### src/hdl/frm_pkg.sv
`timescale 1ns / 1ps
// ----------------------------------------------------------------------------
// frm_pkg: shared types and opcodes for the four register alu machine
// Instruction field widths, opcode encodings and the result value width.
// ----------------------------------------------------------------------------
package frm_pkg;

    localparam int CMD_W   = 3;
    localparam int REG_W   = 2;
    localparam int VALUE_W = 64;

    typedef logic [CMD_W-1:0]   t_cmd;
    typedef logic [REG_W-1:0]   t_reg_idx;
    typedef logic [VALUE_W-1:0] t_value;

    localparam t_cmd OP_IN  = 3'd0;
    localparam t_cmd OP_MOV = 3'd1;
    localparam t_cmd OP_ADD = 3'd2;
    localparam t_cmd OP_SUB = 3'd3;
    localparam t_cmd OP_MUL = 3'd4;
    localparam t_cmd OP_DIV = 3'd5;
    localparam t_cmd OP_OUT = 3'd6;

endpackage

### src/hdl/frm_ram.sv
`timescale 1ns / 1ps
// ----------------------------------------------------------------------------
// frm_ram: generic register file memory
// One write port and two read ports, read data registered.
// ----------------------------------------------------------------------------
module frm_ram #(
    parameter int WIDTH = 64,
    parameter int DEPTH = 4,
    parameter int AW    = 2
) (
    input  logic             i_clk,
    input  logic             i_we,
    input  logic [AW-1:0]    i_waddr,
    input  logic [WIDTH-1:0] i_wdata,
    input  logic [AW-1:0]    i_raddr_a,
    input  logic [AW-1:0]    i_raddr_b,
    output logic [WIDTH-1:0] o_rdata_a,
    output logic [WIDTH-1:0] o_rdata_b
);

    logic [WIDTH-1:0] r_mem [DEPTH];
    logic [WIDTH-1:0] r_rdata_a;
    logic [WIDTH-1:0] r_rdata_b;

    always_ff @(posedge i_clk) begin
        if (i_we) begin
            r_mem[i_waddr] <= i_wdata;
        end
        r_rdata_a <= r_mem[i_raddr_a];
        r_rdata_b <= r_mem[i_raddr_b];
    end

    assign o_rdata_a = r_rdata_a;
    assign o_rdata_b = r_rdata_b;

endmodule

### src/hdl/four_register_alu_machine_unit.sv
`timescale 1ns / 1ps
// ----------------------------------------------------------------------------
// four_register_alu_machine_unit: register machine instruction executor
// Runs load, move, add, sub, mul, div and out on a small register file;
// multiply and divide run bit-serially through shift registers.
// ----------------------------------------------------------------------------
// One instruction is taken at a time. Load, move, add, sub and an unused
// opcode pass through a register file read, and all but the unused opcode
// then write back. Out and a divide by zero pass through a result state that
// waits for the output register to drain. Multiply and divide run one bit per
// cycle through a shared shift-add / restoring-subtract datapath and then
// write back. The result register lets a new instruction be taken while the
// last result still waits downstream.
// Registers read as zero after reset through per-entry valid bits.
module four_register_alu_machine_unit #(
    parameter int NUM_REGS   = 4,
    parameter int DATA_WIDTH = 64
) (
    input  logic              i_clk,
    input  logic              i_rst_n,
    input  logic              i_valid,
    output logic              o_ready,
    input  frm_pkg::t_cmd     i_cmd,
    input  frm_pkg::t_reg_idx i_dest_reg,
    input  frm_pkg::t_reg_idx i_src_reg,
    input  frm_pkg::t_value   i_immediate,
    output logic              o_valid,
    input  logic              i_ready,
    output frm_pkg::t_value   o_value,
    output logic              o_div_fault
);
    import frm_pkg::*;

    localparam int W   = DATA_WIDTH;
    localparam int AW  = (NUM_REGS > 1) ? $clog2(NUM_REGS) : 1;
    localparam int CW  = $clog2(W);

    localparam logic [2:0] S_IDLE = 3'd0;
    localparam logic [2:0] S_READ = 3'd1;
    localparam logic [2:0] S_MUL  = 3'd2;
    localparam logic [2:0] S_DIV  = 3'd3;
    localparam logic [2:0] S_FIN  = 3'd4;
    localparam logic [2:0] S_RES  = 3'd5;

    logic [2:0]        r_state, n_state;
    t_cmd              r_cmd;
    t_reg_idx          r_dst;
    t_reg_idx          r_src;
    logic [W-1:0]      r_imm;
    logic [W-1:0]      r_x, n_x;
    logic [W-1:0]      r_y, n_y;
    logic [W-1:0]      r_acc, n_acc;
    logic              r_neg, n_neg;
    logic [CW-1:0]     r_cnt, n_cnt;
    logic [NUM_REGS-1:0] r_valid;
    logic              r_out_valid;
    t_value            r_out_value;
    logic              r_out_fault;

    logic              accept;
    logic              dst_in_range;
    logic              src_in_range;
    logic [AW-1:0]     dst_addr;
    logic [AW-1:0]     src_addr;
    logic [W-1:0]      ram_a;
    logic [W-1:0]      ram_b;
    logic [W-1:0]      op_a;
    logic [W-1:0]      op_b;
    logic              ram_we;
    logic [W-1:0]      ram_wdata;
    logic              res_load;
    logic              res_fault;
    logic [W-1:0]      rem_sh;
    logic              rem_geq;
    logic              out_free;

    assign accept   = i_valid && o_ready;
    assign o_ready  = (r_state == S_IDLE);
    assign dst_addr = AW'(r_dst);
    assign src_addr = AW'(r_src);
    assign dst_in_range = (32'(r_dst) < NUM_REGS);
    assign src_in_range = (32'(r_src) < NUM_REGS);
    assign out_free = !r_out_valid || i_ready;

    frm_ram #(
        .WIDTH (W),
        .DEPTH (NUM_REGS),
        .AW    (AW)
    ) u_regfile (
        .i_clk     (i_clk),
        .i_we      (ram_we),
        .i_waddr   (dst_addr),
        .i_wdata   (ram_wdata),
        .i_raddr_a (AW'(i_dest_reg)),
        .i_raddr_b (AW'(i_src_reg)),
        .o_rdata_a (ram_a),
        .o_rdata_b (ram_b)
    );

    // entries never written and indexes past the file read as zero
    assign op_a = (dst_in_range && r_valid[dst_addr]) ? ram_a : '0;
    assign op_b = (src_in_range && r_valid[src_addr]) ? ram_b : '0;

    // restoring divide step: remainder in r_acc, dividend/quotient in r_x
    assign rem_sh  = {r_acc[W-2:0], r_x[W-1]};
    assign rem_geq = (rem_sh >= r_y);

    always_comb begin
        n_state   = r_state;
        n_x       = r_x;
        n_y       = r_y;
        n_acc     = r_acc;
        n_neg     = r_neg;
        n_cnt     = r_cnt;
        ram_we    = 1'b0;
        ram_wdata = '0;
        res_load  = 1'b0;
        res_fault = 1'b0;
        case (r_state)
            S_IDLE: begin
                if (accept) begin
                    n_state = S_READ;
                end
            end
            S_READ: begin
                n_state = S_IDLE;
                n_cnt   = CW'(W - 1);
                n_acc   = '0;
                case (r_cmd)
                    OP_IN: begin
                        ram_we    = dst_in_range;
                        ram_wdata = r_imm;
                    end
                    OP_MOV: begin
                        ram_we    = dst_in_range;
                        ram_wdata = op_b;
                    end
                    OP_ADD: begin
                        ram_we    = dst_in_range;
                        ram_wdata = op_a + op_b;
                    end
                    OP_SUB: begin
                        ram_we    = dst_in_range;
                        ram_wdata = op_a - op_b;
                    end
                    OP_MUL: begin
                        n_x     = op_a;
                        n_y     = op_b;
                        n_state = S_MUL;
                    end
                    OP_DIV: begin
                        n_neg = op_a[W-1] ^ op_b[W-1];
                        n_x   = op_a[W-1] ? (W'(0) - op_a) : op_a;
                        n_y   = op_b[W-1] ? (W'(0) - op_b) : op_b;
                        if (op_b == '0) begin
                            n_state = S_RES;
                            n_acc   = '0;
                        end else begin
                            n_state = S_DIV;
                        end
                    end
                    OP_OUT: begin
                        n_acc   = op_a;
                        n_state = S_RES;
                    end
                    default: begin
                        n_state = S_IDLE;
                    end
                endcase
            end
            S_MUL: begin
                if (r_y[0]) begin
                    n_acc = r_acc + r_x;
                end
                n_x   = {r_x[W-2:0], 1'b0};
                n_y   = {1'b0, r_y[W-1:1]};
                n_cnt = r_cnt - 1'b1;
                if (r_cnt == '0) begin
                    n_state = S_FIN;
                end
            end
            S_DIV: begin
                n_acc = rem_geq ? (rem_sh - r_y) : rem_sh;
                n_x   = {r_x[W-2:0], rem_geq};
                n_cnt = r_cnt - 1'b1;
                if (r_cnt == '0) begin
                    n_state = S_FIN;
                end
            end
            S_FIN: begin
                ram_we = dst_in_range;
                if (r_cmd == OP_MUL) begin
                    ram_wdata = r_acc;
                end else begin
                    ram_wdata = r_neg ? (W'(0) - r_x) : r_x;
                end
                n_state = S_IDLE;
            end
            S_RES: begin
                res_fault = (r_cmd == OP_DIV);
                if (out_free) begin
                    res_load = 1'b1;
                    n_state  = S_IDLE;
                end
            end
            default: begin
                n_state = S_IDLE;
            end
        endcase
    end

    always_ff @(posedge i_clk) begin
        if (!i_rst_n) begin
            r_state     <= S_IDLE;
            r_valid     <= '0;
            r_out_valid <= 1'b0;
        end else begin
            r_state <= n_state;
            if (ram_we) begin
                r_valid[dst_addr] <= 1'b1;
            end
            if (res_load) begin
                r_out_valid <= 1'b1;
            end else if (i_ready) begin
                r_out_valid <= 1'b0;
            end
        end
    end

    always_ff @(posedge i_clk) begin
        if (accept) begin
            r_cmd <= i_cmd;
            r_dst <= i_dest_reg;
            r_src <= i_src_reg;
            r_imm <= i_immediate[W-1:0];
        end
        r_x   <= n_x;
        r_y   <= n_y;
        r_acc <= n_acc;
        r_neg <= n_neg;
        r_cnt <= n_cnt;
        if (res_load) begin
            r_out_value <= res_fault ? '0 : VALUE_W'($signed(r_acc));
            r_out_fault <= res_fault;
        end
    end

    assign o_valid     = r_out_valid;
    assign o_value     = r_out_value;
    assign o_div_fault = r_out_fault;

`ifndef SYNTHESIS
    a_accept_to_read: assert property (@(posedge i_clk) disable iff (!i_rst_n)
        accept |=> (r_state == S_READ))
        else $error("accepted beat did not start a register read");

    a_write_not_idle: assert property (@(posedge i_clk) disable iff (!i_rst_n)
        ram_we |-> (r_state == S_READ || r_state == S_FIN))
        else $error("register write outside write-back");

    a_fault_zero: assert property (@(posedge i_clk) disable iff (!i_rst_n)
        (r_out_valid && r_out_fault) |-> (r_out_value == '0))
        else $error("fault result carries a nonzero value");

    a_no_result_overrun: assert property (@(posedge i_clk) disable iff (!i_rst_n)
        res_load |-> out_free)
        else $error("result loaded over an undelivered beat");
`endif

endmodule

### config.mk
export PLATFORM = sky130hd
export DESIGN_NAME = four_register_alu_machine_unit
export DESIGN_NICKNAME = d
export VERILOG_FILES = /design/src/hdl/frm_pkg.sv /design/src/hdl/frm_ram.sv /design/src/hdl/four_register_alu_machine_unit.sv
export SDC_FILE = /design/constraint.sdc
export NUM_CORES = 2
export LEC_CHECK = 0
export ABC_AREA = 0
export BUFFER_PORTS_ARGS = -buffer_cell sky130_fd_sc_hd__buf_2
export CAP_MARGIN = 0
export CORE_MARGIN = 5
export CORE_UTILIZATION = 42
export CTS_CLUSTER_SIZE = 20
export DETAILED_ROUTE_END_ITERATION = 6
export SLEW_MARGIN = 10
export SYNTH_ARGS = -nofsm -noshare
export SYNTH_HDL_FRONTEND = slang
export SYNTH_SLANG_ARGS = --single-unit
### constraint.sdc
create_clock -name i_clk -period 7.09 [get_ports i_clk]
set_clock_uncertainty 0.1 [all_clocks]
set_input_delay 0.3545 -clock i_clk [delete_from_list [all_inputs] [get_ports i_clk]]
set_output_delay 0.3545 -clock i_clk [all_outputs]
set_load 0.01 [all_outputs]
==> metrics.md <==
| Metric | Value |
|---|---|
| Status | finished, violations left |
| Failing checks | DRC |
| DP HPWL | 129000 microns |
| Clock transition at path regs | 0.06 ns |
| Async SR Flop Fraction | 0% |
| Fin crit share | between 90% and 100% |
| Initial Utilization | between 40 and 50% |
| Worst reg2reg path depth | 20 |
| Average wire per standard cell | between 20 and 30 microns |
| Hold EP | o_valid$_SDFFE_PN0P_ |
| Worst hold path stage count | 4 |
| Area growth, synth to finish | 11.9% |
| Setup bufs post-CTS | 0 |
| Final Util | 47.4% |
| #FFs+latches synth | a little over 700 |
| First-pass GRT wire length | roughly 240000 microns |
| Syn_area_per_cell | approximately 9.9 sq um |
| CP cell instances | or4_1, nor3_1, a41oi_1, a21oi_1, nand2_1, nor3_1, o21ai_0, o21ai_0, a21oi_1, ha_1, and3_1, nand2_1, nor3_1, o21ai_0, a21oi_1, nor2_1, o2111ai_1, a41oi_1, xor2_1, o21ai_0 |
| Post-DRT Antenna Nets | 0 |
| Crit path required time | approximately 7.4 ns |
| Antenna diode count | 0 |
| Final setup viols | 0 |
| RSZ-0062 raised after global routing | false |
| Nets | slightly above 5000 |
| CP arrival | 6.83 ns |
| Worst min-delay path startpoint | i_ready |
| Die H | roughly 340 microns |
| Worst Setup End Kind | flop |
| Max Slew Vio Count | 0 |
| Initial antenna violation count | 6 |
| Worst Setup Start Kind | flop |
| Die ar. | 119000 sq um |
| Pin count of the biggest net entering global routing | 81 |
| Power Dens Cells | about 370 nW/um^2 |
| Distinct cells, synth | 90 |
| Drt pass-1 iters | 7 |
| Min cycle time layout | approximately 6.5 ns |
| Drt via density | 6.24 |
| Number of global-route vias before repair | about 36000 |
| Most frequent CP cell | o21ai_0 |
| GRT Resource Usage Total | about 28% |
| Syn Nets | between 5000 and 6000 |
| Slew @ Worst Pin | 1.16 ns |
| Die width | about 340 microns |
| Post-synthesis cell area | roughly 47000 sq um |
| Number of enable flip-flop cells after synthesis | between 500 and 600 |
| Slowest CP cell | or4_1 |
| Slowest Stage Delay on Critical Path | between 0.6 and 0.7 ns |
| Layout cells sized above 1 | 10.9% |
| Clock sinks | approximately 730 |
| Worst VDD drop | 0.332 mV |
| Reg2reg end | u_regfile.r_mem[0][55]$_DFFE_PP_ |
| DRT iter0 DRCs | just over 6000 |
| Vias | 39700 |
| Reg2reg start | u_regfile.o_rdata_b[15]$_DFF_P_ |
| Max Cap Violations | 0 |
| Critical path type | flop to flop |
| Final Hold Fails | 0 |
| Yosys warns | 0 |
| Max layer used | met5 |
| Register area share after synthesis | between 40 and 50% |
| Cell total after placement | 6134 |
| Fillers | 10400 |
| Clk_lat worst skew | around 0.67 ns |
| Worst Hold Margin | approximately 0.13 ns |
| Met1 WL | 78300 microns |
| TritonCTS buffer count | 84 |
| Final Cell Area | ~53000 sq um |
| Post-route insts no fill | about 6400 |
| Max Clk Rate | approximately 0.15 GHz |
| Most common flop cell mapped by yosys | edfxtp_1 |
| I/O pins | ~140 |
| H-tree levels | 3 |
| Remaining Overflow, GRT | 0 |
| Setup TNS | 0 ns |
| DRC | 3 |
| Met2 wire length | 67700 microns |
| CORE AREA | approximately 110000 sq um |
| Worst-path fanout max | 6 |
| Worst reg-to-reg setup slack | about 0.56 ns |
| Max Root-Sink Buffers | 3 |
| Row cnt | roughly 120 |
| Mapped Cells | between 4000 and 5000 |
| Gp weighted congestion | between 0.9 and 1 |
| CTS Root Cell | clkbuf_16 |
| Post-DP Area | 49100 sq um |
| Slew HR | between 20% and 30% |
| Port Buffers | around 140 |
| TritonCTS clock tree | built |
| Leakage | 19.6 nW |
| Worst min path class | input pin to flop |
| WL met3 | roughly 20000 microns |
| Post-Route WL | ~170000 microns |
==> per-layer routing <==
metal | GRT usage (%) | vias to the layer above
li1 | - | 18000
met1 | 44.2 | 19400
met2 | 38.2 | 2100
met3 | 6.18 | 203
met4 | 6.11 | 2
met5 | 0 | -
==> critical path, delay by kind of cell (launching register included) <==
| kind | cells | cell delay [ns] |
|---|---|---|
| simple gates | 8 | 2.17 |
| xor+xnor | 1 | 0.18 |
| fa+ha+maj | 1 | 0.42 |
| flops | 1 | 0.37 |
| compound gates | 10 | 3.01 |
==> placed cells by master (no fill, tap or decap), types with 36 or more instances in the layout <==
cell type,n
a211oi_1,36
a21o_1,134
a21oi_1,395
a222oi_1,39
a22oi_1,56
a31oi_1,49
and2_1,58
and3_1,38
buf_2,139
buf_4,63
clkbuf_16,87
dfxtp_1,136
dlygate4sd3_1,69
edfxtp_1,591
ha_1,196
inv_1,154
mux4_2,129
nand2_1,449
nand3_1,85
nand4_1,58
nor2_1,344
nor2b_1,99
nor3_1,71
o21a_1,43
o21ai_0,316
o21bai_1,38
o22ai_1,76
o31ai_1,47
or3_1,44
xnor2_1,180
xor2_1,171
==> report_power, final <==
part	switching [mW]	internal, mW
clock network	1.84	2.60
logic	5.39	3.15
registers	0.823	5.51
==> cell families after synthesis <==
logic type / Yosys count / synth area share (%)
AOI/OAI and AO/OA: 1463 / 20.1
xor gates and xnor gates: 351 / 6.55
adders and majority gates: 199 / 5.35
buffers and inverters: 443 / 3.55
DFF: 727 / 43.6
muxes: 160 / 6.85
and+or+nand+nor: 1388 / 14.1
==> metrics by stage <==
step | power [mW] | setup WS [ns]
after floorplan | 12.1 | 0.937
after detailed placement | 14.6 | 0.568
final | 19.3 | 0.557
after global placement | 14.7 | 0.478
after global routing | 20.3 | 0.0753
after CTS | 19.2 | 0.522
==> sequential cells by signal (all words and copies together) (netlist names), 3 cells and up <==
register / flops
u_regfile.o_rdata_b: 64
r_y: 64
r_valid: 4
r_x: 64
r_state: 3
r_imm: 64
u_regfile.r_mem: 256
r_cmd: 3
r_acc: 64
o_value: 64
r_cnt: 6
u_regfile.o_rdata_a: 64
==> layout make-up <==
type	instances	area (sq um)	share of cell area, %
inverters	154	578	1.10
multi-input cells	3561	24900	47.5
clock inverters	37	399	0.759
clock buffers	120	2410	4.59
flip-flops and latches	727	20500	38.9
well taps	1488	1860	3.54
repair buffers	273	1900	3.61
==> what timing repair did <==
action | CTS | global route
endpoints found under the setup margin | 0 | 4
hold endpoints to repair | 75 | 0
hold buffers | 69 | 0
gates resized for setup | 0 | 1
==> cell usage after synthesis, types with 10 or more instances <==
cell type | n | area, sq um
nor3_1 | 72 | 360
a222oi_1 | 39 | 390
nor2b_1 | 101 | 632
o21bai_1 | 38 | 285
nand4_1 | 58 | 363
a21o_1 | 134 | 1010
nand2_1 | 451 | 1690
o22ai_1 | 76 | 475
clkbuf_1 | 243 | 912
and2_1 | 62 | 388
xnor2_1 | 180 | 1580
mux2i_1 | 28 | 280
edfxtp_1 | 591 | 17700
nand2b_1 | 30 | 188
o31a_1 | 10 | 87.6
or2_2 | 13 | 81.3
a211oi_1 | 37 | 278
o21a_1 | 44 | 330
a221o_1 | 13 | 130
or3_1 | 44 | 275
ha_1 | 196 | 2450
nor4_1 | 25 | 156
a21boi_0 | 12 | 90.1
o221ai_1 | 32 | 280
o211ai_1 | 30 | 225
dfxtp_1 | 136 | 2720
inv_1 | 154 | 578
a22o_1 | 10 | 87.6
a21oi_1 | 395 | 1980
and3_1 | 39 | 244
buf_1 | 44 | 165
o21ai_0 | 316 | 1580
o41ai_1 | 18 | 158
a221oi_1 | 13 | 114
a31oi_1 | 49 | 307
a211o_1 | 15 | 131
a22oi_1 | 56 | 420
o31ai_1 | 47 | 353
mux4_2 | 129 | 2910
xor2_1 | 171 | 1500
nor2_1 | 351 | 1320
nand3_1 | 85 | 425
or4_1 | 16 | 120
==> worst max path at each step <==
stage                                                from                               end  depth (start not counted)
after floorplan                        r_cmd[1]$_DFFE_PP_                  r_x[0]$_DFFE_PP_                          3
final                     u_regfile.o_rdata_b[15]$_DFF_P_  u_regfile.r_mem[0][55]$_DFFE_PP_                         20
after CTS                 u_regfile.o_rdata_b[15]$_DFF_P_  u_regfile.r_mem[2][59]$_DFFE_PP_                         20
after global placement     u_regfile.o_rdata_b[5]$_DFF_P_  u_regfile.r_mem[2][59]$_DFFE_PP_                         23
after detailed placement   u_regfile.o_rdata_b[5]$_DFF_P_  u_regfile.r_mem[2][59]$_DFFE_PP_                         23
after global routing       u_regfile.o_rdata_b[5]$_DFF_P_  u_regfile.r_mem[3][53]$_DFFE_PP_                         24
No activity file was read; power rests on OpenSTA's default activity.
